[src/hdl/oau_pkg.sv]
// ----------------------------------------------------------------------------
// oau_pkg
// Access kind codes and widths for the operand address unit.
// ----------------------------------------------------------------------------
package oau_pkg;

  localparam int unsigned KindW = 5;
  localparam int unsigned AddrW = 24;
  localparam int unsigned WordW = 16;
  localparam int unsigned ByteW = 8;

  typedef enum logic [KindW-1:0] {
    KIND_READ_PC          = 5'd0,
    KIND_READ_STACK       = 5'd1,
    KIND_READ_STACK_NAT   = 5'd2,
    KIND_READ_ADDR        = 5'd3,
    KIND_READ_LONG        = 5'd4,
    KIND_READ_DBR         = 5'd5,
    KIND_READ_PBR         = 5'd6,
    KIND_READ_DP          = 5'd7,
    KIND_READ_SP          = 5'd8,
    KIND_WRITE_STACK      = 5'd9,
    KIND_WRITE_STACK_NAT  = 5'd10,
    KIND_WRITE_ADDR       = 5'd11,
    KIND_WRITE_LONG       = 5'd12,
    KIND_WRITE_DBR        = 5'd13,
    KIND_WRITE_PBR        = 5'd14,
    KIND_WRITE_DP         = 5'd15,
    KIND_WRITE_SP         = 5'd16
  } kind_e;

  typedef struct packed {
    logic [KindW-1:0] opcode;
    logic [AddrW-1:0] operand_address;
    logic [ByteW-1:0] write_byte;
    logic             emulation;
    logic [WordW-1:0] direct_page;
    logic [ByteW-1:0] data_bank;
    logic [ByteW-1:0] program_bank;
    logic [WordW-1:0] program_counter;
    logic [WordW-1:0] stack_pointer;
  } req_t;

  typedef struct packed {
    logic [AddrW-1:0] bus_address;
    logic             rom_fetch;
    logic             is_write;
    logic [ByteW-1:0] store_byte;
    logic [WordW-1:0] next_stack_pointer;
    logic [WordW-1:0] next_program_counter;
  } rsp_t;

endpackage

[src/hdl/cpu65816_operand_address_unit.sv]
// ----------------------------------------------------------------------------
// cpu65816_operand_address_unit
// Effective address generation for byte accesses of a 65816 core.
//
//   channel  dir  handshake               payload
//   in       in   in_valid_i/in_ready_o   opcode .. stack_pointer
//   out      out  out_valid_o/out_ready_i bus_address .. next_program_counter
//
// Two register stages: request register, then result register. A transfer in
// is registered in the request register and its result in the result register;
// one item per cycle sustained while out_ready_i is held high.
// The address adders and muxes sit between the two stages.
// Each stage takes a new item when empty or when its content moves on, so the
// request register holds one item while a result waits at the output.
// Reset clears both stage valid flags.
// ----------------------------------------------------------------------------
module cpu65816_operand_address_unit (
  input  logic                        clk_i,
  input  logic                        rst_ni,
  input  logic                        in_valid_i,
  output logic                        in_ready_o,
  input  logic [oau_pkg::KindW-1:0]   opcode_i,
  input  logic [oau_pkg::AddrW-1:0]   operand_address_i,
  input  logic [oau_pkg::ByteW-1:0]   write_byte_i,
  input  logic                        emulation_i,
  input  logic [oau_pkg::WordW-1:0]   direct_page_i,
  input  logic [oau_pkg::ByteW-1:0]   data_bank_i,
  input  logic [oau_pkg::ByteW-1:0]   program_bank_i,
  input  logic [oau_pkg::WordW-1:0]   program_counter_i,
  input  logic [oau_pkg::WordW-1:0]   stack_pointer_i,
  output logic                        out_valid_o,
  input  logic                        out_ready_i,
  output logic [oau_pkg::AddrW-1:0]   bus_address_o,
  output logic                        rom_fetch_o,
  output logic                        is_write_o,
  output logic [oau_pkg::ByteW-1:0]   store_byte_o,
  output logic [oau_pkg::WordW-1:0]   next_stack_pointer_o,
  output logic [oau_pkg::WordW-1:0]   next_program_counter_o
);
  import oau_pkg::*;

  logic req_valid_q, rsp_valid_q;
  req_t req_q;
  rsp_t rsp_q, rsp_d;
  logic rsp_load, req_load;

  assign rsp_load   = req_valid_q && (!rsp_valid_q || out_ready_i);
  assign in_ready_o = !req_valid_q || rsp_load;
  assign req_load   = in_valid_i && in_ready_o;

  always_ff @(posedge clk_i or negedge rst_ni) begin
    if (!rst_ni) begin
      req_valid_q <= 1'b0;
      rsp_valid_q <= 1'b0;
    end else begin
      if (in_ready_o) begin
        req_valid_q <= in_valid_i;
      end
      if (!rsp_valid_q || out_ready_i) begin
        rsp_valid_q <= req_valid_q;
      end
    end
  end

  always_ff @(posedge clk_i) begin
    if (req_load) begin
      req_q.opcode          <= opcode_i;
      req_q.operand_address <= operand_address_i;
      req_q.write_byte      <= write_byte_i;
      req_q.emulation       <= emulation_i;
      req_q.direct_page     <= direct_page_i;
      req_q.data_bank       <= data_bank_i;
      req_q.program_bank    <= program_bank_i;
      req_q.program_counter <= program_counter_i;
      req_q.stack_pointer   <= stack_pointer_i;
    end
    if (rsp_load) begin
      rsp_q <= rsp_d;
    end
  end

  // address arithmetic
  logic [WordW-1:0] s_inc, s_dec, s_inc_emu, s_dec_emu, dp_sum, sp_sum;
  logic [AddrW-1:0] dbr_sum;
  logic             dp_wrap;

  always_comb begin
    s_inc     = req_q.stack_pointer + WordW'(1);
    s_dec     = req_q.stack_pointer - WordW'(1);
    s_inc_emu = {req_q.stack_pointer[WordW-1:ByteW], s_inc[ByteW-1:0]};
    s_dec_emu = {req_q.stack_pointer[WordW-1:ByteW], s_dec[ByteW-1:0]};
    dp_sum    = req_q.direct_page + req_q.operand_address[WordW-1:0];
    sp_sum    = req_q.stack_pointer + req_q.operand_address[WordW-1:0];
    dbr_sum   = {req_q.data_bank, {WordW{1'b0}}} + req_q.operand_address;
    dp_wrap   = req_q.emulation && (req_q.direct_page[ByteW-1:0] == '0);
  end

  always_comb begin
    rsp_d.bus_address          = '0;
    rsp_d.rom_fetch            = 1'b0;
    rsp_d.is_write             = 1'b0;
    rsp_d.store_byte           = '0;
    rsp_d.next_stack_pointer   = req_q.stack_pointer;
    rsp_d.next_program_counter = req_q.program_counter;
    unique case (kind_e'(req_q.opcode))
      KIND_READ_PC: begin
        rsp_d.rom_fetch            = 1'b1;
        rsp_d.bus_address          = {2'b00, req_q.program_bank[6:0],
                                      req_q.program_counter[14:0]};
        rsp_d.next_program_counter = req_q.program_counter + WordW'(1);
      end
      KIND_READ_STACK: begin
        rsp_d.next_stack_pointer = req_q.emulation ? s_inc_emu : s_inc;
        rsp_d.bus_address        = {ByteW'(0), rsp_d.next_stack_pointer};
      end
      KIND_READ_STACK_NAT: begin
        rsp_d.next_stack_pointer = s_inc;
        rsp_d.bus_address        = {ByteW'(0), s_inc};
      end
      KIND_WRITE_STACK: begin
        rsp_d.next_stack_pointer = req_q.emulation ? s_dec_emu : s_dec;
        rsp_d.bus_address        = {ByteW'(0), req_q.stack_pointer};
      end
      KIND_WRITE_STACK_NAT: begin
        rsp_d.next_stack_pointer = s_dec;
        rsp_d.bus_address        = {ByteW'(0), req_q.stack_pointer};
      end
      KIND_READ_ADDR, KIND_WRITE_ADDR: begin
        rsp_d.bus_address = {ByteW'(0), req_q.operand_address[WordW-1:0]};
      end
      KIND_READ_LONG, KIND_WRITE_LONG: begin
        rsp_d.bus_address = req_q.operand_address;
      end
      KIND_READ_DBR, KIND_WRITE_DBR: begin
        rsp_d.bus_address = dbr_sum;
      end
      KIND_READ_PBR, KIND_WRITE_PBR: begin
        rsp_d.bus_address = {req_q.program_bank, req_q.operand_address[WordW-1:0]};
      end
      KIND_READ_DP, KIND_WRITE_DP: begin
        rsp_d.bus_address = dp_wrap ?
            {ByteW'(0), req_q.direct_page[WordW-1:ByteW], dp_sum[ByteW-1:0]} :
            {ByteW'(0), dp_sum};
      end
      KIND_READ_SP, KIND_WRITE_SP: begin
        rsp_d.bus_address = {ByteW'(0), sp_sum};
      end
      default: begin
      end
    endcase
    if (req_q.opcode >= KIND_WRITE_STACK && req_q.opcode <= KIND_WRITE_SP) begin
      rsp_d.is_write   = 1'b1;
      rsp_d.store_byte = req_q.write_byte;
    end
  end

  assign out_valid_o            = rsp_valid_q;
  assign bus_address_o          = rsp_q.bus_address;
  assign rom_fetch_o            = rsp_q.rom_fetch;
  assign is_write_o             = rsp_q.is_write;
  assign store_byte_o           = rsp_q.store_byte;
  assign next_stack_pointer_o   = rsp_q.next_stack_pointer;
  assign next_program_counter_o = rsp_q.next_program_counter;

  a_rom_is_read: assert property (@(posedge clk_i) disable iff (!rst_ni)
    out_valid_o && rom_fetch_o |-> !is_write_o)
    else $error("rom fetch flagged as write");

  a_read_no_byte: assert property (@(posedge clk_i) disable iff (!rst_ni)
    out_valid_o && !is_write_o |-> store_byte_o == '0)
    else $error("store byte set on read");

  a_req_held: assert property (@(posedge clk_i) disable iff (!rst_ni)
    req_valid_q && !rsp_load |=> req_valid_q)
    else $error("request lost while output stalled");

  a_req_taken: assert property (@(posedge clk_i) disable iff (!rst_ni)
    req_load |=> req_valid_q)
    else $error("transfer in not registered");

  a_rsp_filled: assert property (@(posedge clk_i) disable iff (!rst_ni)
    rsp_load |=> rsp_valid_q)
    else $error("result not registered");

endmodule
[config.mk]
export PLATFORM = sky130hd
export DESIGN_NAME = cpu65816_operand_address_unit
export DESIGN_NICKNAME = d
export VERILOG_FILES = /design/src/hdl/oau_pkg.sv /design/src/hdl/cpu65816_operand_address_unit.sv
export SDC_FILE = /design/constraint.sdc
export NUM_CORES = 1
export LEC_CHECK = 0
export ABC_CLOCK_PERIOD_IN_PS = 6700
export BUFFER_PORTS_ARGS = -buffer_cell sky130_fd_sc_hd__buf_2
export CAP_MARGIN = 20
export CORE_ASPECT_RATIO = 0.9
export CORE_MARGIN = 2
export CORE_UTILIZATION = 40
export CTS_BUF_LIST = sky130_fd_sc_hd__clkbuf_2
export DETAILED_ROUTE_END_ITERATION = 12
export GPL_TIMING_DRIVEN = 1
export HOLD_SLACK_MARGIN = 0.02
export MAX_ROUTING_LAYER = met4
export SLEW_MARGIN = 0
export SYNTH_ARGS = -nofsm -noshare
export SYNTH_HDL_FRONTEND = slang
export SYNTH_SLANG_ARGS = --single-unit
[constraint.sdc]
create_clock -name clk_i -period 6.7 [get_ports clk_i]
set_input_delay 1.675 -clock clk_i [delete_from_list [all_inputs] [get_ports clk_i]]
set_output_delay 1.675 -clock clk_i [all_outputs]
set_load 0.05 [all_outputs]
# --- Word-level counts from Yosys, hierarchy flattened ---
# Index checks and enable logic that the tools add are counted.
word_totals:
  register_bits: 170
  latch_bits: 0
  mem_bits_rw: 0
  rom_bits: 0
  input_bits: 106
  output_inout_bits: 68
  word_cells: 66
  memories: 0
classes:
  n_addsub: 6
  n_mul: 0
  div: 0
  n_lt_le_gt_ge: 2
  n_eq_ne: 16
  shift: 0
  mux: 8
  bitwise_logic: 0
  n_reduce_logical: 17
op_table:
  columns: ["cell", "count"]
  rows:
  - ["$pmux 24 s10", 1]
  - ["$mux 16", 4]
  - ["$pmux 16 s4", 1]
  - ["$eq 5x4->1 const B", 8]
  - ["$add 16x1->16 const B", 2]
  - ["$add 16x16->16", 2]
  - ["$add 24x24->24", 1]
  - ["$eq 5x3->1 const B", 4]
  - ["$sub 16x1->16 const B", 1]
  - ["$reduce_or 2->1", 7]
  - ["$eq 5x2->1 const B", 2]
  - ["$mux 9", 1]
  - ["$logic_not 8->1", 1]
  - ["$eq 5x1->1 const B", 1]
  - ["$eq 5x5->1 const B", 1]
  - ["$ge 5x4->1 const B", 1]
  - ["$le 5x5->1 const B", 1]
  - ["$logic_not 5->1", 1]
  - ["$logic_and 1x1->1", 4]
  - ["$logic_not 1->1", 2]
  - ["$logic_or 1x1->1", 2]
  - ["$mux 1", 1]

# --- Logic depth before layout (Yosys ltp) ---
# Gate-level depths: netlist (run 1).
logic_depth:
  ltp_word: 5
  mapped_depth: 12

# --- Worst setup path after synthesis (run 1) ---
# OpenSTA, ideal clock, no wires.
synth_path:
  path_type: "input to register"
  start: "input port out_ready_i"
  end: "register req_q[0] (netlist name), enable pin"
  arrival_time_ns: 4.569
  required_time_ns: 6.228
  path_slack_ns: 1.659
  stages: 2
  path_cell_list: "nand3b_1 -> and2_1"
synth_via:
  elab_chain_len: 4
synth_rtl:
  columns: ["item", "line", "source"]
  rows:
  - ["from (decl)", "cpu65816_operand_address_unit.sv:32", "input logic out_ready_i,"]
  - ["$logic_or 1x1->1", "cpu65816_operand_address_unit.sv:47", "assign rsp_load = req_valid_q && (!rsp_valid_q || out_ready_i);"]
  - ["$logic_and 1x1->1", "cpu65816_operand_address_unit.sv:47", null]
  - ["$logic_or 1x1->1", "cpu65816_operand_address_unit.sv:48", "assign in_ready_o = !req_valid_q || rsp_load;"]
  - ["$logic_and 1x1->1", "cpu65816_operand_address_unit.sv:49", "assign req_load = in_valid_i && in_ready_o;"]
  - ["named net req_load", "cpu65816_operand_address_unit.sv:45", "logic rsp_load, req_load;"]
  - ["to (decl)", "cpu65816_operand_address_unit.sv:43", "req_t req_q;"]
# The timed path passes the listed nets, and every way through them passes these cells.
# A chain may end at the register's enable or synchronous reset.

# --- Final worst setup path (run 1) ---
layout_path:
  start: "input port out_ready_i"
  end: "output port in_ready_o"
layout_via:
  elab_chain_len: 3
layout_rtl:
  columns: ["item", "line", "source"]
  rows:
  - ["$logic_or 1x1->1", "cpu65816_operand_address_unit.sv:47", null]
  - ["$logic_and 1x1->1", "cpu65816_operand_address_unit.sv:47", null]
  - ["$logic_or 1x1->1", "cpu65816_operand_address_unit.sv:48", null]
  - ["to (decl)", "cpu65816_operand_address_unit.sv:21", "output logic in_ready_o,"]
# Every way passes these cells.

==> metrics.txt, run 1 <==
met2 Usage GRT between 20% and 30%; CP most frequent cell buf_2; Overflow after GRT 0; Reg2Reg Depth 7; post-layout instance area 10,500 um^2; Max Cap Violations 0; Final GP Congestion roughly 0.9; Worst VDD drop 0.120 mV; drt drc 0; cts hold-fix bufs 0; DPL Wire Length 17.1 mm; DIE AREA 24,000 um^2; met3 Usage GRT between 4 and 5%; most common cell after layout, fill and taps aside buf_2; initial antenna violation count 4; # port buffers 173; Starting Density roughly 40%; CTS resizes 0; via-per-instance ratio approximately 5.5; top cells by area, synth edfxtp_1 (55%), ha_1 (5.6%), xnor2_1 (2.9%), nand2_1 (2.4%), a21oi_1 (2.3%); PwrDens 229 nW/um^2; Worst-Margin Slew about 1.1 ns; synthesis-to-layout area growth 15.1%; Syn Nets 916; main flop type after synthesis edfxtp_1; Arr. time, crit path 2.20 ns; Die Height 147 um; Final min period 3.88 ns; LEAKAGE 0.00406 uW; Routed WL 23.7 mm; total track usage 20.4%; min-delay worst type register to register; core footprint 22,400 um^2; Syn Std Cell Area 9110 um^2; final period utilization 57.9%; sequential fraction of the synthesis area between 50% and 60%; Largest stage delay, worst path between 0.2 and 0.25 ns; Row Count 52; Inserted Clock Buffers 17; DR pass1 iterations 9; maximum clock frequency about 260 MHz; post-synth top area share 55.4%; critical setup path kind input port to primary output; maximum buffer depth of the clock tree 2; first-pass GRT wire length 35.9 mm; largest net degree at the start of global routing 67; crit path capture type primary output; CTS tree built; gr busiest metal met2; met1 GRT Util 28.7%; wire per inst 19.0 um; post-synthesis register bit count 170; RSZ-0062 raised after global routing no; nets 1,082; Layout Utilization 46.7%; Syn. warnings 0; Fin Clk Skew 0.0608 ns; Clock Latency Late Sink 0.78 ns; final hold vios 0; Placed Area 10,200 um^2; Synth Instances 766; crit path max-delay cell type buf_2; worst path cell trace buf_2 -> nand3b_1 -> buf_2; max_slew headroom 24.2%; required time worst endpoint roughly 5.0 ns; # setup viols final 0; # clock sinks 170; die width between 150 and 200 um; Post-synth EDFFs 168; Antenna Violating Nets Remaining 0; CP max FO 3; CTS H-tree depth 4; vias in the first global route 6,454; number of DRC markers in iteration 0 667; Slew Limit Fails 0; Startpoint Class input port; Via Count about 6.8k; number of setup buffers added after CTS 0; Synth Area per Inst roughly 12 um^2; clock-pin slew on the worst setup and hold paths ~0.27 ns; ys async rst share 1.18%; worst hold stages 1; area leader, netlist edfxtp_1; I/O pin cnt 174; share of cells above drive strength 1 about a quarter; status completed; Unique masters post-synth 76; most frequent cells in the layout buf_2 (173), edfxtp_1 (168), nand2_1 (58); CTS root buffer clkbuf_2; TNS Setup 0 ns
==> metrics by stage <==
| stage | hold WS (ns) | std cells | total power [uW] | worst slack, ns |
|---|---|---|---|---|
| 5_1_grt | 0.518 | 1246 | 2520 | 2.79 |
| 6_report | 0.539 | 1246 | 2400 | 2.82 |
| 2_1_floorplan | 0.449 | 766 | 1720 | 1.66 |
| 3_3_place_gp | 0.482 | 1210 | 1870 | 2.85 |
| 3_5_place_dp | 0.490 | 1210 | 1870 | 2.82 |
| 4_1_cts | 0.531 | 1242 | 2430 | 2.82 |
==> worst max-delay path: cells and delay by family <==
kind                   cells  cell delay, ns
buffers and inverters      2            0.34
and+or+nand+nor            1            0.19
==> power breakdown <==
part / internal [uW] / leakage [uW] / total (uW) / switching [uW]
Clock: 151 / 0.000141 / 553 / 402
Sequential: 1270 / 0.00165 / 1340 / 67.4
Combinational: 171 / 0.00228 / 510 / 339
Total: 1590 / 0.00406 / 2400 / 808
==> sequential cells by signal, summed over array words and instances (netlist names) <==
register and count:
rom_fetch_o 1, req_valid_q 1, req_q 102, is_write_o 1, bus_address_o 24, next_stack_pointer_o 16
out_valid_o 1, next_program_counter_o 16, store_byte_o 8
==> layout make-up <==
class                      instances  area [um^2]
tap                              297          372
clock inverter                    15          154
fill                            2118        12000
clock buffer                      17         85.1
inverter                          18         67.6
antenna                            4         10.0
multi-input combinational        549         3820
sequential                       170         5090
timing repair buffer             176          888
==> logic make-up after synthesis <==
family | count (synthesis) | share of synthesized area, %
XOR/XNOR | 52 | 5.00
AO/OA/AOI/OAI | 188 | 14.3
multiplexers | 14 | 1.55
adder cells (fa/ha/maj) | 44 | 6.29
AND/OR/NAND/NOR | 251 | 14.6
buffers and inverters | 47 | 2.28
flip-flops | 170 | 55.9
==> worst paths after layout <==
check	to	slack, ns	from
max	in_ready_o	2.82	out_ready_i
min	out_valid_o	0.54	req_valid_q
max reg2reg	next_stack_pointer_o[15]	3.00	req_q[98]
min reg2reg	out_valid_o	0.54	req_valid_q
max in group asynchronous	req_valid_q	5.99	rst_ni
min in group asynchronous	out_valid_o	0.63	rst_ni
==> cells in the mapped netlist (all sizes together), types with 11 or more instances <==
master,instances
edfxtp,168
nand2,58
nor2,53
a21oi,44
o21ai,44
ha,41
xnor2,30
nand3,25
xor2,22
and2,19
clkbuf,18
inv,18
nor3,18
mux2i,13
a221o,12
and3,12
nand2b,12
a21o,11
buf,11
nand4,11
==> layer usage <==
metal / share of wire (%) / up-vias
met1: 47 / 3231
met3: 7.1 / 22
li1: - / 3314
met4: 1.9 / 0
met5: 0 / -
met2: 44 / 254
Note: power is estimated with default switching activity, not from simulation.
==> run 2: changes to the inputs <==
--- a/config.mk
+++ b/config.mk
@@ -5,7 +5,7 @@
 export SDC_FILE = /design/constraint.sdc
 export NUM_CORES = 1
 export LEC_CHECK = 0
-export ABC_CLOCK_PERIOD_IN_PS = 6700
+export ABC_CLOCK_PERIOD_IN_PS = 3500
 export BUFFER_PORTS_ARGS = -buffer_cell sky130_fd_sc_hd__buf_2
 export CAP_MARGIN = 20
 export CORE_ASPECT_RATIO = 0.9
==> constraint.sdc (replaced) <==
create_clock -name clk_i -period 3.5 [get_ports clk_i]
set_input_delay 0.875 -clock clk_i [delete_from_list [all_inputs] [get_ports clk_i]]
set_output_delay 0.875 -clock clk_i [all_outputs]
set_load 0.05 [all_outputs]
==> run 2 against run 1 <==
Net effect: routed wire length grew 2.4%; critical endpoint is now bus_address_o[8]; final cell count grew 0.72%; count of clock-buffer cells in the layout did not move; combinational power up 96%; setup slack worse by 2.3 ns; register-to-register slack got worse by 2.5 ns; critical path type is now register to register; non-clock buffer count rose by 10; clock power up 95%; critical path depth is 6 higher; utilization is 0.37 points higher.
==> metrics.txt, run 2 (synthesis results as in run 1) <==
# setup viols final 0 (unchanged); Final GP Congestion 0.912 (+1.2%); maximum buffer depth of the clock tree 2 (unchanged); Largest Register req_q; FILL cells 2,115 (-0.14%); Die Height 147 um (unchanged); final hold vios 0 (unchanged); crit path capture type register; Worst-Margin Slew 0.993 ns (-0.144 ns); clock-pin slew on the worst setup and hold paths 0.32 ns (+0.05 ns); # port buffers 173 (unchanged); vias in the first global route 6,584 (+2.0%); total power 4630 uW (+93%); via-per-instance ratio 5.52 (+0.91%); critical setup path kind register to register; most common cell after layout, fill and taps aside buf_2; Startpoint Class register; max_slew headroom 33.8% (+9.6 points); hold slack final 0.198 ns (-0.341 ns); Clock Latency Late Sink 0.81 ns (+0.03 ns); Antenna Violating Nets Remaining 0 (unchanged); Arr. time, crit path 3.52 ns (+1.32 ns); maximum clock frequency 338 MHz; total track usage 20.9% (+0.49 points); CP max FO 3 (unchanged); # clock sinks 170 (unchanged); Final min period around 3.0 ns; LEAKAGE 0.00412 uW (+1.3%); Fin Clk Skew 0.0751 ns (+0.0143 ns); Largest stage delay, worst path 0.49 ns (+0.25 ns); CTS tree built; final period utilization around 84%; min-delay worst type input port to register; Register Area 5090 um^2 (unchanged); drt drc 0 (unchanged); PwrDens 438 nW/um^2 (+91%); Multi-input gate area 3810 um^2 (about the same); Row Count 52 (unchanged); synthesis-to-layout area growth 16.0%; Worst VDD drop 0.199 mV (+66%); DR pass1 iterations 8 (-1); core footprint 22,400 um^2 (unchanged); CP most frequent cell a21oi_1; TNS Setup 0 ns (unchanged); largest net degree at the start of global routing 67 (unchanged); number of DRC markers in iteration 0 607 (-9.0%); die width 163 um (unchanged); worst path cell trace ha_1 -> fa_1 -> a211oi_1 -> o21bai_1 -> a21oi_1 -> o21ai_0 -> a21oi_1 -> xnor2_1 -> a221o_1; Via Count 6,933 (+1.6%); Starting Density 40.6% (unchanged); max reg flops 102 (unchanged); required time worst endpoint 4.07 ns (-0.96 ns); Slew Limit Fails 0 (unchanged); RSZ-0062 raised after global routing no; CP top delay family compound AO/OA/AOI/OAI gates; wire per inst 19.4 um (+1.7%); Max Cap Violations 0 (unchanged); share of cells above drive strength 1 24.3% (+0.48 points); status completed; CTS root buffer clkbuf_2; Inserted Clock Buffers 17 (unchanged); crit path max-delay cell type edfxtp_1; CTS H-tree depth 4 (unchanged); I/O pin cnt 174 (unchanged); DPL Wire Length 17.7 mm (+3.5%); worst path buffer plus inverter count 0 (-2); Overflow after GRT 0 (unchanged); initial antenna violation count 3 (-1); first-pass GRT wire length 36.8 mm (+2.4%); DIE AREA 24,000 um^2 (unchanged); nets 1,092 (+0.92%); most frequent cells in the layout buf_2 (173), edfxtp_1 (168), nand2_1 (58); Routed WL 24.3 mm (+2.4%)
==> run 2: changes by cell type in the layout (fill, tap and decap cells not counted) <==
cell	change
clkinv_1	+1
o21ai_1	+1
clkinv_2	-1
diode_2	-1
buf_4	+8
dlygate4sd3_1	+1
clkinvlp_4	-1
inv_6	+1
o21ai_2	-1
buf_12	+1
==> run 2: final timing paths <==
| path | startpoint | endpoint | slack (ns) | cells past startpoint |
|---|---|---|---|---|
| min | program_counter_i[3] | req_q[19] | 0.20 | 1 |
| max in group asynchronous | rst_ni | req_valid_q | 3.09 | 2 |
| min in group asynchronous | rst_ni | out_valid_o | 0.32 | 2 |
| max | req_q[73] | bus_address_o[8] | 0.54 | 9 |
| max reg2reg | req_q[73] | bus_address_o[8] | 0.54 | 9 |
| min reg2reg | req_valid_q | out_valid_o | 0.55 | 1 |
==> run 2: cell type report <==
class | count | share of cell area (%)
Antenna cell | 3 | 0.0710
Clock inverter | 15 | 1.46
Timing Repair Buffer | 186 | 9.25
Clock buffer | 17 | 0.805
Multi-Input combinational cell | 549 | 36.1
Inverter | 18 | 0.639
Tap cell | 297 | 3.51
Sequential cell | 170 | 48.2
==> run 2: metal layers <==
layer  share of wire, %  vias up  track usage [%]
met4                1.6        0             5.62
met1                 46     3309             28.7
li1                   -     3338                -
met3                7.0       23             5.03
met5                  0        -                -
met2                 45      263             31.2
==> run 2: through the flow <==
stage	worst slack, ns	instance area, um^2	instances	util [%]
5_1_grt	0.322	10600	1255	47.1
3_3_place_gp	0.696	10300	1219	46.0
3_5_place_dp	0.651	10300	1219	46.0
6_report	0.544	10600	1255	47.1
2_1_floorplan	0.357	9110	766	-
4_1_cts	0.572	10600	1252	47.1
==> run 2: repair_timing <==
action	4_1_cts	5_1_grt
resized for setup	0	0
hold endpoints to repair	2	0
hold buffers	1	0
buffers inserted	0	0
==> run 2: report_power, final <==
part	total [uW]	leakage, uW	internal (uW)	switching (uW)
combinational	999	0.00233	337	662
clock	1080	0.000143	291	790
sequential	2550	0.00165	2430	123
total	4630	0.00412	3060	1580
==> run 2: worst reg2reg max path: stages (launching register included) <==
cell      delay (ns)
edfxtp_1        0.49
ha_1            0.23
fa_1            0.49
a211oi_1        0.34
o21bai_1        0.16
a21oi_1         0.26
o21ai_0         0.12
a21oi_1         0.18
xnor2_1         0.09
a221o_1         0.34
==> run 3: changes to the inputs <==
--- a/config.mk
+++ b/config.mk
@@ -5,7 +5,7 @@
 export SDC_FILE = /design/constraint.sdc
 export NUM_CORES = 1
 export LEC_CHECK = 0
-export ABC_CLOCK_PERIOD_IN_PS = 3500
+export ABC_CLOCK_PERIOD_IN_PS = 2690
 export BUFFER_PORTS_ARGS = -buffer_cell sky130_fd_sc_hd__buf_2
 export CAP_MARGIN = 20
 export CORE_ASPECT_RATIO = 0.9
==> constraint.sdc (replaced) <==
create_clock -name clk_i -period 2.69 [get_ports clk_i]
set_input_delay 0.6725 -clock clk_i [delete_from_list [all_inputs] [get_ports clk_i]]
set_output_delay 0.6725 -clock clk_i [all_outputs]
set_load 0.05 [all_outputs]
==> run 3 against run 2 <==
Net effect: count of clock-buffer cells in the layout unchanged; non-clock buffer count up 157; routed wire length up 7.3%; final cell count up 12%; setup slack worse by 0.49 ns; critical path depth down 1; worst hold slack worse by 0.093 ns; die area unchanged; flip-flop and latch count unchanged; critical path type unchanged; largest power group unchanged.
==> metrics.txt, run 3 (synthesis results as in run 1) <==
nets 1,249 (+14%); Largest Register req_q; vias in the first global route 7,285 (+11%); I/O pin cnt 174 (unchanged); min-delay worst type input port to register; DIE AREA 24,000 um^2 (unchanged); Reg2Reg Depth 8 (-1); Worst VDD drop 0.285 mV (+43%); CTS root buffer clkbuf_2; CP Launch Point req_q[80]; max reg flops 102 (unchanged); CTS tree built; die width 163 um (unchanged); initial antenna violation count 1 (-2); maximum buffer depth of the clock tree 2 (unchanged); DPL Wire Length 18.6 mm (+5.0%); dpl ws -0.0548 ns (-0.706 ns); placed cells 1,265 (+3.8%); total power 6320 uW (+37%); Overflow after GRT 0 (unchanged); TNS Setup 0 ns (unchanged); wire per inst 18.5 um (-4.5%); Antenna Violating Nets Remaining 0 (unchanged); Slew Limit Fails 0 (unchanged); synthesis-to-layout area growth 33.1%; Crit Reg-Reg Endpoint bus_address_o[15]; Final min period 2.63 ns (-0.322 ns); Final Worst Setup Slack 0.0559 ns (-0.488 ns); Starting Density 40.6% (unchanged); Startpoint Class register; share of cells above drive strength 1 27.2% (+3.0 points); most common cell after layout, fill and taps aside buf_2; Routed WL 26.1 mm (+7.3%); final hold vios 0 (unchanged); critical setup path kind register to register; status completed; Clock Latency Late Sink 0.79 ns (-0.02 ns); total track usage 22.1% (+1.2 points); Critical R2R Launch req_q[80]; required time worst endpoint 3.34 ns (-0.73 ns); core footprint 22,400 um^2 (unchanged); clock-pin slew on the worst setup and hold paths 0.25 ns (-0.07 ns); number of DRC markers in iteration 0 695 (+14%); reg-to-reg setup timing slack 0.06 ns (-0.49 ns); Final Non-Filler Cells 1,410 (+12%); # port buffers 173 (unchanged); max_slew headroom 53.6% (+20 points); crit path capture type register; Fin Clk Skew 0.0400 ns (-0.0351 ns); crit path capture bus_address_o[15]; via-per-instance ratio 5.33 (-3.5%); CP max FO 5 (+2); DR pass1 iterations 6 (-2); maximum clock frequency 380 MHz (+12%); Row Count 52 (unchanged); Max Cap Violations 0 (unchanged); CTS H-tree depth 4 (unchanged); Via Count 7,515 (+8.4%); # clock sinks 170 (unchanged); final period utilization 97.9% (+13 points); Die Height 147 um (unchanged); RSZ-0062 raised after global routing yes; most frequent cells in the layout buf_2 (173), edfxtp_1 (168), dlygate4sd3_1 (104); Arr. time, crit path 3.28 ns (-0.24 ns); Worst-Margin Slew 0.694 ns (-0.299 ns); Final GP Congestion 0.947 (+3.8%); PwrDens 521 nW/um^2 (+19%); first-pass GRT wire length 39.2 mm (+6.6%); Inserted Clock Buffers 17 (unchanged); drt drc 0 (unchanged); largest net degree at the start of global routing 66 (-1.5%); # setup viols final 0 (unchanged); LEAKAGE 0.00484 uW (+18%)
==> run 3: changes by cell type in the layout (fill, tap and decap cells not counted), sizes merged <==
cell         previous run  this run
dlygate4sd3             1       104
buf                   185       239
clkinv                  2         4
diode                   3         1
clkinvlp                2         1
inv                    28        27
==> run 3: how the worst min path moves through the flow <==
stage | from | end | slack, ns | cells after the start
final | stack_pointer_i[6] | req_q[6] | 0.10 | 1
after global placement | rst_ni | out_valid_o | 0.46 | 1
after floorplan | rst_ni | out_valid_o | 0.38 | 0
after global routing | out_ready_i | out_valid_o | 0.02 | 3
after CTS | operand_address_i[7] | req_q[80] | 0.02 | 1
after detailed placement | rst_ni | req_valid_q | 0.46 | 1
==> run 3: metal layers <==
metal | GRT usage, % | routed length (um)
met4 | 5.58 | 492
met2 | 34.4 | 12000
met5 | - | 0
met3 | 4.63 | 1950
met1 | 29.7 | 11600
==> run 3: repair_timing <==
item	in CTS	in global routing
pin swaps	2	12
setup endpoints to repair	6	8
resized for setup	3	19
gates cloned	0	0
hold buffers	101	3
buffers inserted	3	5
hold endpoints to repair	102	4
==> run 3: layout make-up <==
class                           instances  area, um^2
Fill cell                            1978       10300
Sequential cell                       170        5090
Multi-Input combinational cell        549        3910
Timing Repair Buffer                  343        2430
Tap cell                              297         372
Clock inverter                         15         173
Clock buffer                           17        85.1
Inverter                               18        67.6
Antenna cell                            1        2.50
==> run 3: report_power, final <==
part           internal, uW  total [uW]  switching (uW)
clock network           398        1470            1070
registers              3160        3280             125
logic                   616        1570             953
total                  4170        6320            2150
==> run 3: through the flow <==
stage	cell area, um^2	utilization [%]	hold slack, ns
after global placement	10700	47.6	0.459
after global routing	12100	54.0	0.0244
after CTS	12000	53.4	0.0211
after floorplan	9110	-	0.377
final	12100	54.0	0.105
after detailed placement	10700	47.6	0.461
==> run 3: critical path, cell delays in order (launching register included) <==
cell and delay [ns]:
edfxtp_1 0.53, ha_1 0.42, a21oi_1 0.11, and2_1 0.24
a41oi_4 0.29, o21ai_1 0.13, or4_1 0.49, and3_1 0.24
nand3_1 0.08
